**config.mk**
```make
export PLATFORM = sky130hd
export DESIGN_NAME = circular_deque_core
export DESIGN_NICKNAME = d
export VERILOG_FILES = /design/src/hw/rtl/cdq_pkg.sv /design/src/hw/rtl/circular_deque_core.sv /design/src/hw/rtl/cdq_ram.sv /design/src/hw/rtl/cdq_ctrl.sv
export VERILOG_INCLUDE_DIRS = /design/src /design/src/hw/rtl
export SDC_FILE = /design/constraint.sdc
export NUM_CORES = 2
export LEC_CHECK = 0
export BUFFER_PORTS_ARGS = -buffer_cell sky130_fd_sc_hd__buf_2
export CAP_MARGIN = 20
export CORE_UTILIZATION = 45
export CTS_CLUSTER_DIAMETER = 40
export DETAILED_ROUTE_END_ITERATION = 7
export PLACE_DENSITY = 0.72
export SYNTH_ARGS = -nofsm -noshare
export SYNTH_HDL_FRONTEND = slang
export SYNTH_SLANG_ARGS = --single-unit
```
**constraint.sdc**
```tcl
create_clock -name clk -period 7.2 [get_ports clk]
set_clock_uncertainty 0.05 [all_clocks]
set_input_delay 0.36 -clock clk [delete_from_list [all_inputs] [get_ports clk]]
set_output_delay 0.36 -clock clk [all_outputs]
set_load 0.02 [all_outputs]
```
**src/hw/rtl/circular_deque_core_defines.svh**
```systemverilog
// assertion macros for the circular deque core
`ifndef CIRCULAR_DEQUE_CORE_DEFINES_SVH
`define CIRCULAR_DEQUE_CORE_DEFINES_SVH

`ifndef SYNTH

// property checked on every rising edge, masked while reset is low
`define CDQ_ASSERT_RST(label, prop, msg) \
    label: assert property (@(posedge clk) disable iff (!rst_n) (prop)) else $error(msg);

// property checked on every rising edge, reset included
`define CDQ_ASSERT_ALWAYS(label, prop, msg) \
    label: assert property (@(posedge clk) (prop)) else $error(msg);

`else

`define CDQ_ASSERT_RST(label, prop, msg)

`define CDQ_ASSERT_ALWAYS(label, prop, msg)

`endif

`endif

```
**src/hw/rtl/cdq_pkg.sv**
```systemverilog
// shared types, constants and operation codes of the circular deque
`timescale 1ns / 1ps
`default_nettype none

package cdq_pkg;

    // built storage depth and derived widths
    localparam int DEPTH     = 64;
    localparam int IDX_W     = (DEPTH > 1) ? $clog2(DEPTH) : 1;
    localparam int CAP_W     = $clog2(DEPTH + 1);
    localparam int CFG_W     = 7;
    localparam int MODE_W    = 3;
    localparam int DATA_W    = 32;
    localparam int CAP_RESET = (64 > DEPTH) ? DEPTH : 64;

    // operation codes
    localparam logic [MODE_W-1:0] MODE_PUSH_FRONT = 3'd0;
    localparam logic [MODE_W-1:0] MODE_PUSH_REAR  = 3'd1;
    localparam logic [MODE_W-1:0] MODE_POP_FRONT  = 3'd2;
    localparam logic [MODE_W-1:0] MODE_POP_REAR   = 3'd3;
    localparam logic [MODE_W-1:0] MODE_PEEK_FRONT = 3'd4;
    localparam logic [MODE_W-1:0] MODE_PEEK_REAR  = 3'd5;

    // answer for pushes, misses and unused codes
    localparam logic signed [DATA_W-1:0] DATA_NONE = '1;

    typedef struct packed {
        logic [MODE_W-1:0]        mode;
        logic signed [DATA_W-1:0] value;
    } req_item_t;

    typedef struct packed {
        logic                     ok;
        logic signed [DATA_W-1:0] data;
        logic                     now_empty;
        logic                     now_full;
    } rsp_item_t;

    // decision of the index control for the item on offer
    typedef struct packed {
        logic             ok;
        logic             rd_en;
        logic             wr_en;
        logic [IDX_W-1:0] addr;
        logic             now_empty;
        logic             now_full;
    } step_t;

endpackage

`default_nettype wire

```
**src/hw/rtl/circular_deque_core.sv**
```systemverilog
// top level of the circular deque: handshakes, sequencing and result register
//
//  channel | direction | payload      | handshake
//  req     | in        | req_item_t   | req_valid / req_ready
//  rsp     | out       | rsp_item_t   | rsp_valid / rsp_ready
//  cfg     | in        | capacity (7) | cfg_valid / cfg_ready
//
// push and miss items: the result is registered in the cycle after acceptance; pop and
// peek: the storage ram registers the read word, then the result register takes it.
// one item is in work at a time; a new item is taken in the cycle its result
// leaves or later, so no item is taken before the last one is through.
// reset empties the deque and sets capacity to the built depth; storage is not
// cleared. a capacity write also empties the deque.
`timescale 1ns / 1ps
`default_nettype none
`include "circular_deque_core_defines.svh"

module circular_deque_core (
    input  wire logic                      clk,
    input  wire logic                      rst_n,
    input  wire logic                      req_valid,
    output logic                           req_ready,
    input  wire cdq_pkg::req_item_t        req,
    output logic                           rsp_valid,
    input  wire logic                      rsp_ready,
    output cdq_pkg::rsp_item_t             rsp,
    input  wire logic                      cfg_valid,
    output logic                           cfg_ready,
    input  wire logic [cdq_pkg::CFG_W-1:0] cfg_data
);

    import cdq_pkg::*;

    typedef enum logic {
        ST_IDLE,
        ST_READ
    } state_t;

    state_t            state_reg;
    logic              rsp_valid_reg;
    rsp_item_t         rsp_reg;
    logic              pend_ok_reg;
    logic              pend_empty_reg;
    logic              pend_full_reg;
    step_t             step;
    logic              fire;
    logic              cfg_wr;
    logic [DATA_W-1:0] ram_rdata;

    assign req_ready = (state_reg == ST_IDLE) && (!rsp_valid_reg || rsp_ready);
    assign fire      = req_valid && req_ready;
    assign cfg_ready = (state_reg == ST_IDLE);
    assign cfg_wr    = cfg_valid && cfg_ready;
    assign rsp_valid = rsp_valid_reg;
    assign rsp       = rsp_reg;

    // index control
    cdq_ctrl u_ctrl (
        .clk      (clk),
        .rst_n    (rst_n),
        .fire     (fire),
        .mode     (req.mode),
        .cfg_wr   (cfg_wr),
        .cfg_data (cfg_data),
        .step     (step)
    );

    // word storage
    cdq_ram #(
        .DATA_W (DATA_W),
        .WORDS  (DEPTH),
        .ADDR_W (IDX_W)
    ) u_ram (
        .clk   (clk),
        .wr_en (fire && step.wr_en),
        .rd_en (fire && step.rd_en),
        .addr  (step.addr),
        .wdata (req.value),
        .rdata (ram_rdata)
    );

    // sequencer and result valid
    always_ff @(posedge clk or negedge rst_n)
    begin
        if (!rst_n)
        begin
            state_reg     <= ST_IDLE;
            rsp_valid_reg <= 1'b0;
        end
        else
        begin
            unique case (state_reg)
                ST_IDLE:
                begin
                    if (fire && step.rd_en)
                    begin
                        state_reg     <= ST_READ;
                        rsp_valid_reg <= 1'b0;
                    end
                    else if (fire)
                    begin
                        rsp_valid_reg <= 1'b1;
                    end
                    else if (rsp_ready)
                    begin
                        rsp_valid_reg <= 1'b0;
                    end
                end
                ST_READ:
                begin
                    state_reg     <= ST_IDLE;
                    rsp_valid_reg <= 1'b1;
                end
                default:
                begin
                    state_reg <= ST_IDLE;
                end
            endcase
        end
    end

    // result payload
    always_ff @(posedge clk)
    begin
        if (state_reg == ST_READ)
        begin
            rsp_reg.ok        <= pend_ok_reg;
            rsp_reg.data      <= ram_rdata;
            rsp_reg.now_empty <= pend_empty_reg;
            rsp_reg.now_full  <= pend_full_reg;
        end
        else if (fire)
        begin
            pend_ok_reg    <= step.ok;
            pend_empty_reg <= step.now_empty;
            pend_full_reg  <= step.now_full;
            if (!step.rd_en)
            begin
                rsp_reg.ok        <= step.ok;
                rsp_reg.data      <= DATA_NONE;
                rsp_reg.now_empty <= step.now_empty;
                rsp_reg.now_full  <= step.now_full;
            end
        end
    end

    // checks
    `CDQ_ASSERT_RST(a_read_gives_result, (state_reg == ST_READ) |=> rsp_valid, "read lost its result")
    `CDQ_ASSERT_RST(a_miss_data, (rsp_valid && !rsp.ok) |-> (rsp.data == DATA_NONE), "failed item with data")
    `CDQ_ASSERT_RST(a_flags_exclusive, rsp_valid |-> !(rsp.now_empty && rsp.now_full), "empty and full together")
    `CDQ_ASSERT_ALWAYS(a_ram_one_access, !(step.rd_en && step.wr_en), "read and write decided together")

endmodule

`default_nettype wire

```
**src/hw/rtl/cdq_ram.sv**
```systemverilog
// single-port synchronous ram with a registered read
`timescale 1ns / 1ps
`default_nettype none

module cdq_ram #(
    parameter int DATA_W = 32,
    parameter int WORDS  = 64,
    parameter int ADDR_W = 6
) (
    input  wire logic              clk,
    input  wire logic              wr_en,
    input  wire logic              rd_en,
    input  wire logic [ADDR_W-1:0] addr,
    input  wire logic [DATA_W-1:0] wdata,
    output logic      [DATA_W-1:0] rdata
);

    logic [DATA_W-1:0] mem [WORDS];

    // write port and registered read
    always_ff @(posedge clk)
    begin
        if (wr_en)
        begin
            mem[addr] <= wdata;
        end
        if (rd_en)
        begin
            rdata <= mem[addr];
        end
    end

endmodule

`default_nettype wire

```
**src/hw/rtl/cdq_ctrl.sv**
```systemverilog
// head, tail, empty and capacity registers with the per-item decision
`timescale 1ns / 1ps
`default_nettype none

module cdq_ctrl (
    input  wire logic                          clk,
    input  wire logic                          rst_n,
    input  wire logic                          fire,
    input  wire logic [cdq_pkg::MODE_W-1:0]    mode,
    input  wire logic                          cfg_wr,
    input  wire logic [cdq_pkg::CFG_W-1:0]     cfg_data,
    output cdq_pkg::step_t                     step
);

    import cdq_pkg::*;

    logic [IDX_W-1:0] head_reg, head_next;
    logic [IDX_W-1:0] tail_reg, tail_next;
    logic             empty_reg, empty_next;
    logic [CAP_W-1:0] cap_reg, cap_next;
    logic             full_now;

    // step upward modulo capacity
    function automatic logic [IDX_W-1:0] wrap_up(input logic [IDX_W-1:0] i,
                                                 input logic [CAP_W-1:0] cap);
        logic [CAP_W-1:0] nx;
        nx = CAP_W'(i) + CAP_W'(1);
        return (nx >= cap) ? '0 : nx[IDX_W-1:0];
    endfunction

    // step downward modulo capacity
    function automatic logic [IDX_W-1:0] wrap_down(input logic [IDX_W-1:0] i,
                                                   input logic [CAP_W-1:0] cap);
        logic [CAP_W-1:0] top;
        top = cap - CAP_W'(1);
        return (i == '0) ? top[IDX_W-1:0] : i - IDX_W'(1);
    endfunction

    assign full_now = !empty_reg && (wrap_up(tail_reg, cap_reg) == head_reg);

    // clamp a capacity write into one to the built depth
    always_comb
    begin
        if (cfg_data == '0)
        begin
            cap_next = CAP_W'(1);
        end
        else if (32'(cfg_data) > 32'(DEPTH))
        begin
            cap_next = CAP_W'(DEPTH);
        end
        else
        begin
            cap_next = CAP_W'(cfg_data);
        end
    end

    // decision for the item on offer
    always_comb
    begin
        head_next  = head_reg;
        tail_next  = tail_reg;
        empty_next = empty_reg;
        step.ok    = 1'b0;
        step.rd_en = 1'b0;
        step.wr_en = 1'b0;
        step.addr  = head_reg;
        unique case (mode)
            MODE_PUSH_FRONT, MODE_PUSH_REAR:
            begin
                if (!full_now)
                begin
                    step.ok    = 1'b1;
                    step.wr_en = 1'b1;
                    if (empty_reg)
                    begin
                        head_next  = '0;
                        tail_next  = '0;
                        empty_next = 1'b0;
                        step.addr  = '0;
                    end
                    else if (mode == MODE_PUSH_FRONT)
                    begin
                        head_next = wrap_down(head_reg, cap_reg);
                        step.addr = head_next;
                    end
                    else
                    begin
                        tail_next = wrap_up(tail_reg, cap_reg);
                        step.addr = tail_next;
                    end
                end
            end
            MODE_POP_FRONT, MODE_POP_REAR:
            begin
                if (!empty_reg)
                begin
                    step.ok    = 1'b1;
                    step.rd_en = 1'b1;
                    step.addr  = (mode == MODE_POP_FRONT) ? head_reg : tail_reg;
                    if (head_reg == tail_reg)
                    begin
                        head_next  = '0;
                        tail_next  = '0;
                        empty_next = 1'b1;
                    end
                    else if (mode == MODE_POP_FRONT)
                    begin
                        head_next = wrap_up(head_reg, cap_reg);
                    end
                    else
                    begin
                        tail_next = wrap_down(tail_reg, cap_reg);
                    end
                end
            end
            MODE_PEEK_FRONT, MODE_PEEK_REAR:
            begin
                if (!empty_reg)
                begin
                    step.ok    = 1'b1;
                    step.rd_en = 1'b1;
                    step.addr  = (mode == MODE_PEEK_FRONT) ? head_reg : tail_reg;
                end
            end
            default:
            begin
                step.ok = 1'b0;
            end
        endcase
        step.now_empty = empty_next;
        step.now_full  = !empty_next && (wrap_up(tail_next, cap_reg) == head_next);
    end

    // index state; a capacity write empties the deque
    always_ff @(posedge clk or negedge rst_n)
    begin
        if (!rst_n)
        begin
            head_reg  <= '0;
            tail_reg  <= '0;
            empty_reg <= 1'b1;
            cap_reg   <= CAP_W'(CAP_RESET);
        end
        else if (cfg_wr)
        begin
            head_reg  <= '0;
            tail_reg  <= '0;
            empty_reg <= 1'b1;
            cap_reg   <= cap_next;
        end
        else if (fire)
        begin
            head_reg  <= head_next;
            tail_reg  <= tail_next;
            empty_reg <= empty_next;
        end
    end

endmodule

`default_nettype wire
```
Word-level counts from Yosys, hierarchy flattened
Memory sizes are Yosys's and may differ from the RTL's. A register that Yosys moved wholly into a read port is not among the register bits.
Cells that the tools add are included.

storage, ports and cells
  output and inout port bits = 38
  RAM bits = 2048
  input port bits = 47
  logic and storage cells = 113
  bits in registers = 60
  memories kept = 1

operators by class
  bitwise operators = 1
  equal/unequal tests = 10
  muxes and demuxes = 55
  $add $sub $neg = 6
  reductions and logical operators = 23
  order comparisons = 4

memories
  memory     depth  bits a word  read ports  clocked after Yosys merged registers in  write ports  line           source
  u_ram.mem  64     32           1           1                                        1            cdq_ram.sv:18  logic [DATA_W-1:0] mem [WORDS];

operators with widths
  operator                                               count
  2-to-1 mux 6 bit                                       27
  2-to-1 mux 35 bit                                      3
  one-hot mux 6 bit (2 select lines)                     2
  adder 6 x 1 -> 7 bit (second input constant)           3
  greater-or-equal comparator 7 bit                      3
  2-to-1 mux 7 bit                                       3
  == test 6 bit                                          3
  one-hot mux 6 bit (3 select lines)                     1
  subtractor 6 x 1 -> 6 bit (second input constant)      3
  2-to-1 mux 1 bit                                       14
  logical NOT 6 bit                                      2
  one-hot mux 1 bit (2 select lines)                     4
  greater-than comparator 7 bit (second input constant)  1
  logical AND 1 bit                                      7
  logical NOT 7 bit                                      1
  == test 3 x 2 -> 1 bit (second input constant)         2
  == test 3 bit (second input constant)                  2
  OR reduction 2 bit                                     3
  != test 4 x 2 -> 1 bit (second input constant)         1
  AND reduction 2 bit                                    2
  nonzero test 2 bit                                     2
  OR reduction 4 bit                                     1
  == test 3 x 1 -> 1 bit (second input constant)         1
  logical NOT 1 bit                                      3
  5 further kinds                                        5

Logic depth before layout (Yosys ltp)
  depth after elaboration = 15
  depth in mapped cells = 26
  gate-level depth less buffers = 25

Cells and area by module
From an unflattened synthesis, not the netlist that was laid out.

second synthesis, totals
  cells, all modules = 4865
  area total of the unflattened synthesis = 84708.7 sq um

by module, submodules not included
  module               cells each  sequential area each (sq um)  times used  area an instance (sq um)
  cdq_ram              4239        62459.9                       1           79248.5
  cdq_ctrl             534         503.0                         1           3896.2
  circular_deque_core  92          1191.1                        1           1564.0

Worst setup path before layout
OpenSTA, ideal clock, no wires.

  path type = register to register
  start point = register u_ctrl.tail_reg[0]
  end point = memory u_ram.mem[56][0], enable pin
  arrival = 6.313 ns
  clock period less this slack = 6.824 ns
  path buffers = 8
  setup slack = 0.376 ns
  cell stages (with the launch flop) = 19
  setup time = 0.461 ns
  data required time = 6.689 ns
  cell sequence = dfrtp_1 clkbuf_1 inv_1 ha_1 ha_1 nand2_1 o21a_1 o21ai_1 and2_2 o211ai_4 buf_6 a211o_2 buf_6 buf_4 buf_2 buf_2 buf_4 buf_2 nor3_1

on the way
  cells in the longest elaborated chain, start to end = 10
  elaborated cells on any way between the ends = 17
  those cells by class = add/sub (1); order compare (1); eq/ne (1); mux (12); reduce/logical (2)

RTL lines
  item                                    line                       source
  start, declared                         cdq_ctrl.sv:18             logic [IDX_W-1:0] tail_reg, tail_next;
  start signal, assigned                  cdq_ctrl.sv:155            tail_reg <= tail_next;
  adder 6 x 1 -> 7 bit                    cdq_ctrl.sv:27             nx = CAP_W'(i) + CAP_W'(1);
  greater-or-equal comparator 7 bit       cdq_ctrl.sv:28             return (nx >= cap) ? '0 : nx[IDX_W-1:0];
  2-to-1 mux 6 bit                        cdq_ctrl.sv:28
  == test 6 bit                           cdq_ctrl.sv:39             assign full_now = !empty_reg && (wrap_up(tail_reg, cap_reg) == head_reg);
  logical AND 1 bit                       cdq_ctrl.sv:39
  2-to-1 mux 7 bit                        cdq_ctrl.sv:71             if (!full_now)
  2-to-1 mux 1 bit                        cdq_ctrl.sv:68             unique case (mode)
  logical AND 1 bit                       circular_deque_core.sv:75  .wr_en (fire && step.wr_en),
  2-to-1 mux 1 bit                        cdq_ram.sv:23              if (wr_en)
  2-to-1 mux 1 bit (implied by the code)  cdq_ram.sv:25              mem[addr] <= wdata;
  end, declared                           cdq_ram.sv:18

Parallel ways exist; a longest one is shown, timed or not.

Worst setup path after layout
  start point = register u_ctrl.tail_reg[4]
  end point = register u_ram.rdata[19] (read register of u_ram.mem), data pin

on the way
  cells in the longest elaborated chain, start to end = 7
  elaborated cells on any way between the ends = 13
  those cells by class = add/sub (1); order compare (1); eq/ne (1); mux (9); reduce/logical (1)

RTL lines
  item                                                   line                            source
  adder 6 x 1 -> 7 bit                                   cdq_ctrl.sv:27
  greater-or-equal comparator 7 bit                      cdq_ctrl.sv:28
  2-to-1 mux 6 bit                                       cdq_ctrl.sv:28
  == test 6 bit or 2-to-1 mux 6 bit (tied branches)      cdq_ctrl.sv:39, cdq_ctrl.sv:82
  logical AND 1 bit or 2-to-1 mux 6 bit (tied branches)  cdq_ctrl.sv:39, cdq_ctrl.sv:75
  2-to-1 mux 7 bit                                       cdq_ctrl.sv:71
  one-hot mux 6 bit (3 select lines) (*)                 cdq_ctrl.sv:68
  end, declared                                          cdq_ram.sv:15                   output logic [DATA_W-1:0] rdata

Mark *: on every way between the ends. The rest lies on a longest branch, timed or not.
A chain may end at the register's enable or synchronous reset.

==> results.md <==
- At the later pin of the worst-skew pair, clock insertion delay measures 0.86 ns.
- The first routing iteration left 11169 violations.
- The net count after synthesis is 6282.
- The number of CTS-inserted buffers is 226.
- The CTS tree is yes.
- The endpoint of the most critical register-to-register path is u_ram.rdata[19].
- The finished cells cover 101000 sq um.
- The clock-pin transition on the worst setup and hold timing paths is 0.06 ns.
- The die area is 195000 sq um.
- The DRC violations left is 1.
- The number of distinct library cells after synthesis is 102.
- In this run, synthesis inferred 2118 flip-flops with an integrated enable.
- In this run the remaining antenna-violating nets after routing total 0.
- The floorplan step defined a core boundary enclosing 191000 sq um.
- The total number of nets in the final design is 6522.
- Routability-driven placement finished with a final weighted congestion of 0.909.
- The analysis attributes to net switching a power of 0.00673 W.
- The share of final-layout standard cells stronger than drive strength 1 is 14.4%.
- After synthesis, the cell types taking the most area are edfxtp_1, nand2_1, nand3_1, a311oi_1, buf_2.
- The via count of the first global-routing pass is 56062.
- STA puts the critical path data arrival time at 7.46 ns.
- The flip-flop count of the largest register after layout is 2048.
- The number of resized instances in the post-cts repair step is 0.
- The number of setup violations in the final report is 0.
- The slew of the pin with the lowest slew margin is 1.19 ns.
- The reported leakage power is 33.6 nW.
- The total wire length after detailed routing is 292000 um.
- The hold path endpoint is u_ram.mem[22][26].
- The endpoint kind of the worst setup timing path is a register.
- In the routed layout, each cell is associated on average with a via count of 6.52.
- Per report_power, the clock group accounts for 42.5% of the total.
- Max-cap violations in this run came to 0.
- The area share of the largest cell type after synthesis is 73.3%.
- The clock period minus worst slack is 6.90 ns.
- The buffer depth of the longest clock path is 3.
- Once the floorplan was initialized, standard cells occupied 45.5% of the core.
- Of the total power, the share spent switching nets is 24.0%.
- The final critical path takes up 95.8% of the cycle.
- The number of cells on the worst reg-to-reg path is 17.
- After detailed placement, the total cell area comes to 92200 sq um.
- The layout has 14974 filler cells.
- The register-to-register setup slack is 0.30 ns.
- The worst register-to-register path begins at u_ctrl.tail_reg[4].
- The number of primary I/O pins is 85.
- Counting flops with an async set or reset pin after synthesis yields a share of 1.03%.
- The relative slew slack is 20.7%.
- The number of cells on the worst hold path is 1.
- The worst-case IR drop observed on VDD is 0.328 mV.
- The run finished, with violations left.
- The checks that failed: design-rule violations.
- Entering global routing, the biggest net connects 97 pins.
- The type of the tightest min-delay check is input port to register.
- Synthesis produced 6206 cells.
- The kind of start point of the critical path is a register.
- The cell area after synthesis is 86800 sq um.
- The critical path is of the register to register type.
- The number of hold violations in the final report came to 0.
- The power per cell area is 279 nW/um^2.
- The number of buffer cells added on primary ports is 84.
- The synthesized design contains 2140 register bits.
- In this run the mean area of a mapped cell was 14.0 sq um.
- The final worst hold slack is 0.0384 ns.
- The final HPWL from detailed placement is 169000 um.
- The internal power of the cells totals 0.0213 W.
- The detailed-routing iteration count for the pre-antenna-repair pass is 8.
- The detail-routed net length per standard cell is 31.8 um.
- The number of rows created at floorplan is 160.
- The predominant post-synthesis flop cell is edfxtp_1.
- The number of antenna violations at the first check in global routing is 29.
- The power share of the combinational group is 8.5%.
- The launch instance of the worst min-delay path is req[26].
- Global routing used 29.4% of the available tracks across all layers.
- For this run, the number of Yosys warnings is 0.
- Detailed routing inserted a total of 59734 vias.
- For the worst setup path, the data required time is 7.76 ns.
- After clock tree synthesis, the setup repair step added 0 buffers.
- The sequential cell fraction of total power is 49.1%.
- The sink count of the clock tree is 2140.
- The floorplan step set the die height to 441 um.
- The die width is 441 um.
- The first-pass GRT wire length is 406000 um.
- Along the worst path, the maximum fanout reaches 65.
- For this run, the top clock speed supported by timing is 145 MHz.
- The layout-stage area growth over the synthesis result is 15.8%.
- Setup repair after global routing left no endpoint under its margin.
- Global routing finished with a remaining overflow of 0.
- The H-tree depth is 4.
- The sequential share of the synthesized area is 73.9%.
- The sum of negative setup slack is 0 ns.
- edfxtp_1 takes more of the synthesized area than any other cell.
- The max-slew violation total from the final report is 0.
- In this run the clock root is driven by a clkbuf_16.
-- per-stage QoR --
step	setup WS, ns	utilization, %	total power [W]	cells
final	0.299	52.7	0.0281	9163
after CTS	0.470	52.4	0.0280	9123
after global routing	0.138	52.7	0.0286	9156
after floorplan	0.376	-	0.0153	6206
after global placement	0.501	48.3	0.0162	8679
after detailed placement	0.375	48.3	0.0163	8684
-- power by group through the flow --
stage | Sequential, W | Combinational, W | Clock (W)
5_1_grt | 0.0138 | 0.00245 | 0.0124
2_1_floorplan | 0.0140 | 0.00122 | 0
4_1_cts | 0.0138 | 0.00226 | 0.0119
6_report | 0.0138 | 0.00238 | 0.0119
3_5_place_dp | 0.0140 | 0.00224 | 0
3_3_place_gp | 0.0140 | 0.00219 | 0
-- cell families (layout without fill, tap and decap cells) --
family                   Yosys count  in the layout  synth area share [%]
AND/OR/NAND/NOR                 2282           2282                  11.6
flip-flops                      2140           2140                  73.9
AO/OA/AOI/OAI                   1092           1092                  8.95
buffers and inverters            460            895                  2.56
multiplexers                     175            175                  2.22
adder cells (fa/ha/maj)           29             29                 0.418
XOR/XNOR                          28             28                 0.309
other                              0             11                     0
-- layer usage --
metal	global-route usage (%)	vias up	wire, um
li1	-	24252	-
met1	38.3	29096	100000
met2	43.4	5349	127000
met3	10.2	1003	47500
met4	15.1	34	16800
met5	0	-	228
-- worst max path at each step --
stage,start,endpoint,slack [ns],cells after the start
detailed placement,u_ctrl.tail_reg[4],u_ram.rdata[19],0.38,17
global route,u_ctrl.tail_reg[0],u_ram.rdata[19],0.14,18
finish,u_ctrl.tail_reg[4],u_ram.rdata[19],0.30,17
floorplan,u_ctrl.tail_reg[0],u_ram.mem[56][0],0.38,18
CTS,u_ctrl.tail_reg[4],u_ram.rdata[19],0.47,17
global placement,u_ctrl.tail_reg[0],u_ram.rdata[19],0.50,18
-- repair_timing --
| item | in CTS | in global routing |
|---|---|---|
| hold buffers | 16 | 12 |
| endpoints found under the hold margin | 108 | 169 |
| endpoints found under the setup margin | 0 | 0 |
-- cells in the mapped netlist (7+ instances only) --
library cell and instances:
nand2b_1 53, o31ai_1 7, o211ai_1 11, buf_2 238
or3_1 10, or4_1 12, a31oi_1 107, and3_1 182
nand2_1 1402, a32oi_1 27, nor3_1 37, a21oi_1 184
o221ai_1 16, buf_1 39, xnor2_1 14, nand3_1 345
edfxtp_1 2118, o22ai_1 64, mux4_2 7, o21a_1 11
a221oi_1 51, buf_4 41, o2111ai_1 13, a211oi_1 105
dfrtp_1 20, inv_1 27, nand4_1 45, a311oi_1 146
o21ai_0 137, xor2_1 12, nor2b_1 13, nor2_1 135
a22oi_1 75, o2bb2ai_1 16, a21o_1 14, ha_1 29
mux2_2 44, a2111oi_0 13, clkbuf_1 109, a222oi_1 8
mux2i_1 117, nor3b_1 7, a22o_1 14
-- final cells by class --
cell class	count	area (sq um)	share of cell area, %
Clock inverter	151	1720	1.71
Timing Repair Buffer	445	4390	4.37
Inverter	27	101	0.101
Clock buffer	272	5910	5.88
Tap cell	2511	3140	3.13
Multi-Input combinational cell	3606	21100	21.0
Sequential cell	2140	64200	63.8
Antenna cell	11	27.5	0.0274
-- cell usage in the layout (no fill, tap or decap), types with 104 or more instances in the layout --
| cell | n |
|---|---|
| edfxtp_1 | 2118 |
| and3_1 | 182 |
| mux2i_1 | 117 |
| clkbuf_16 | 230 |
| a211oi_1 | 104 |
| a31oi_1 | 107 |
| nand2_1 | 1401 |
| buf_4 | 239 |
| o21ai_0 | 136 |
| nand3_1 | 344 |
| a311oi_1 | 146 |
| a21oi_1 | 182 |
-- worst max-delay path: stages (launching register included) --
cell and delay (ns):
dfrtp_1 0.63, and3_1 0.24, nand3_1 0.09, xnor2_1 0.29, ha_1 0.31, and4_1 0.23, and2_1 0.17, a221oi_1 0.47
and3_1 0.38, o211a_4 0.35, mux2_4 0.42, nor2_8 0.91, buf_12 0.42, and3_1 0.23, a311oi_1 0.05, o21ai_0 0.43
o221ai_1 0.41, or3_1 0.47
(Power assumes the default switching activity.)
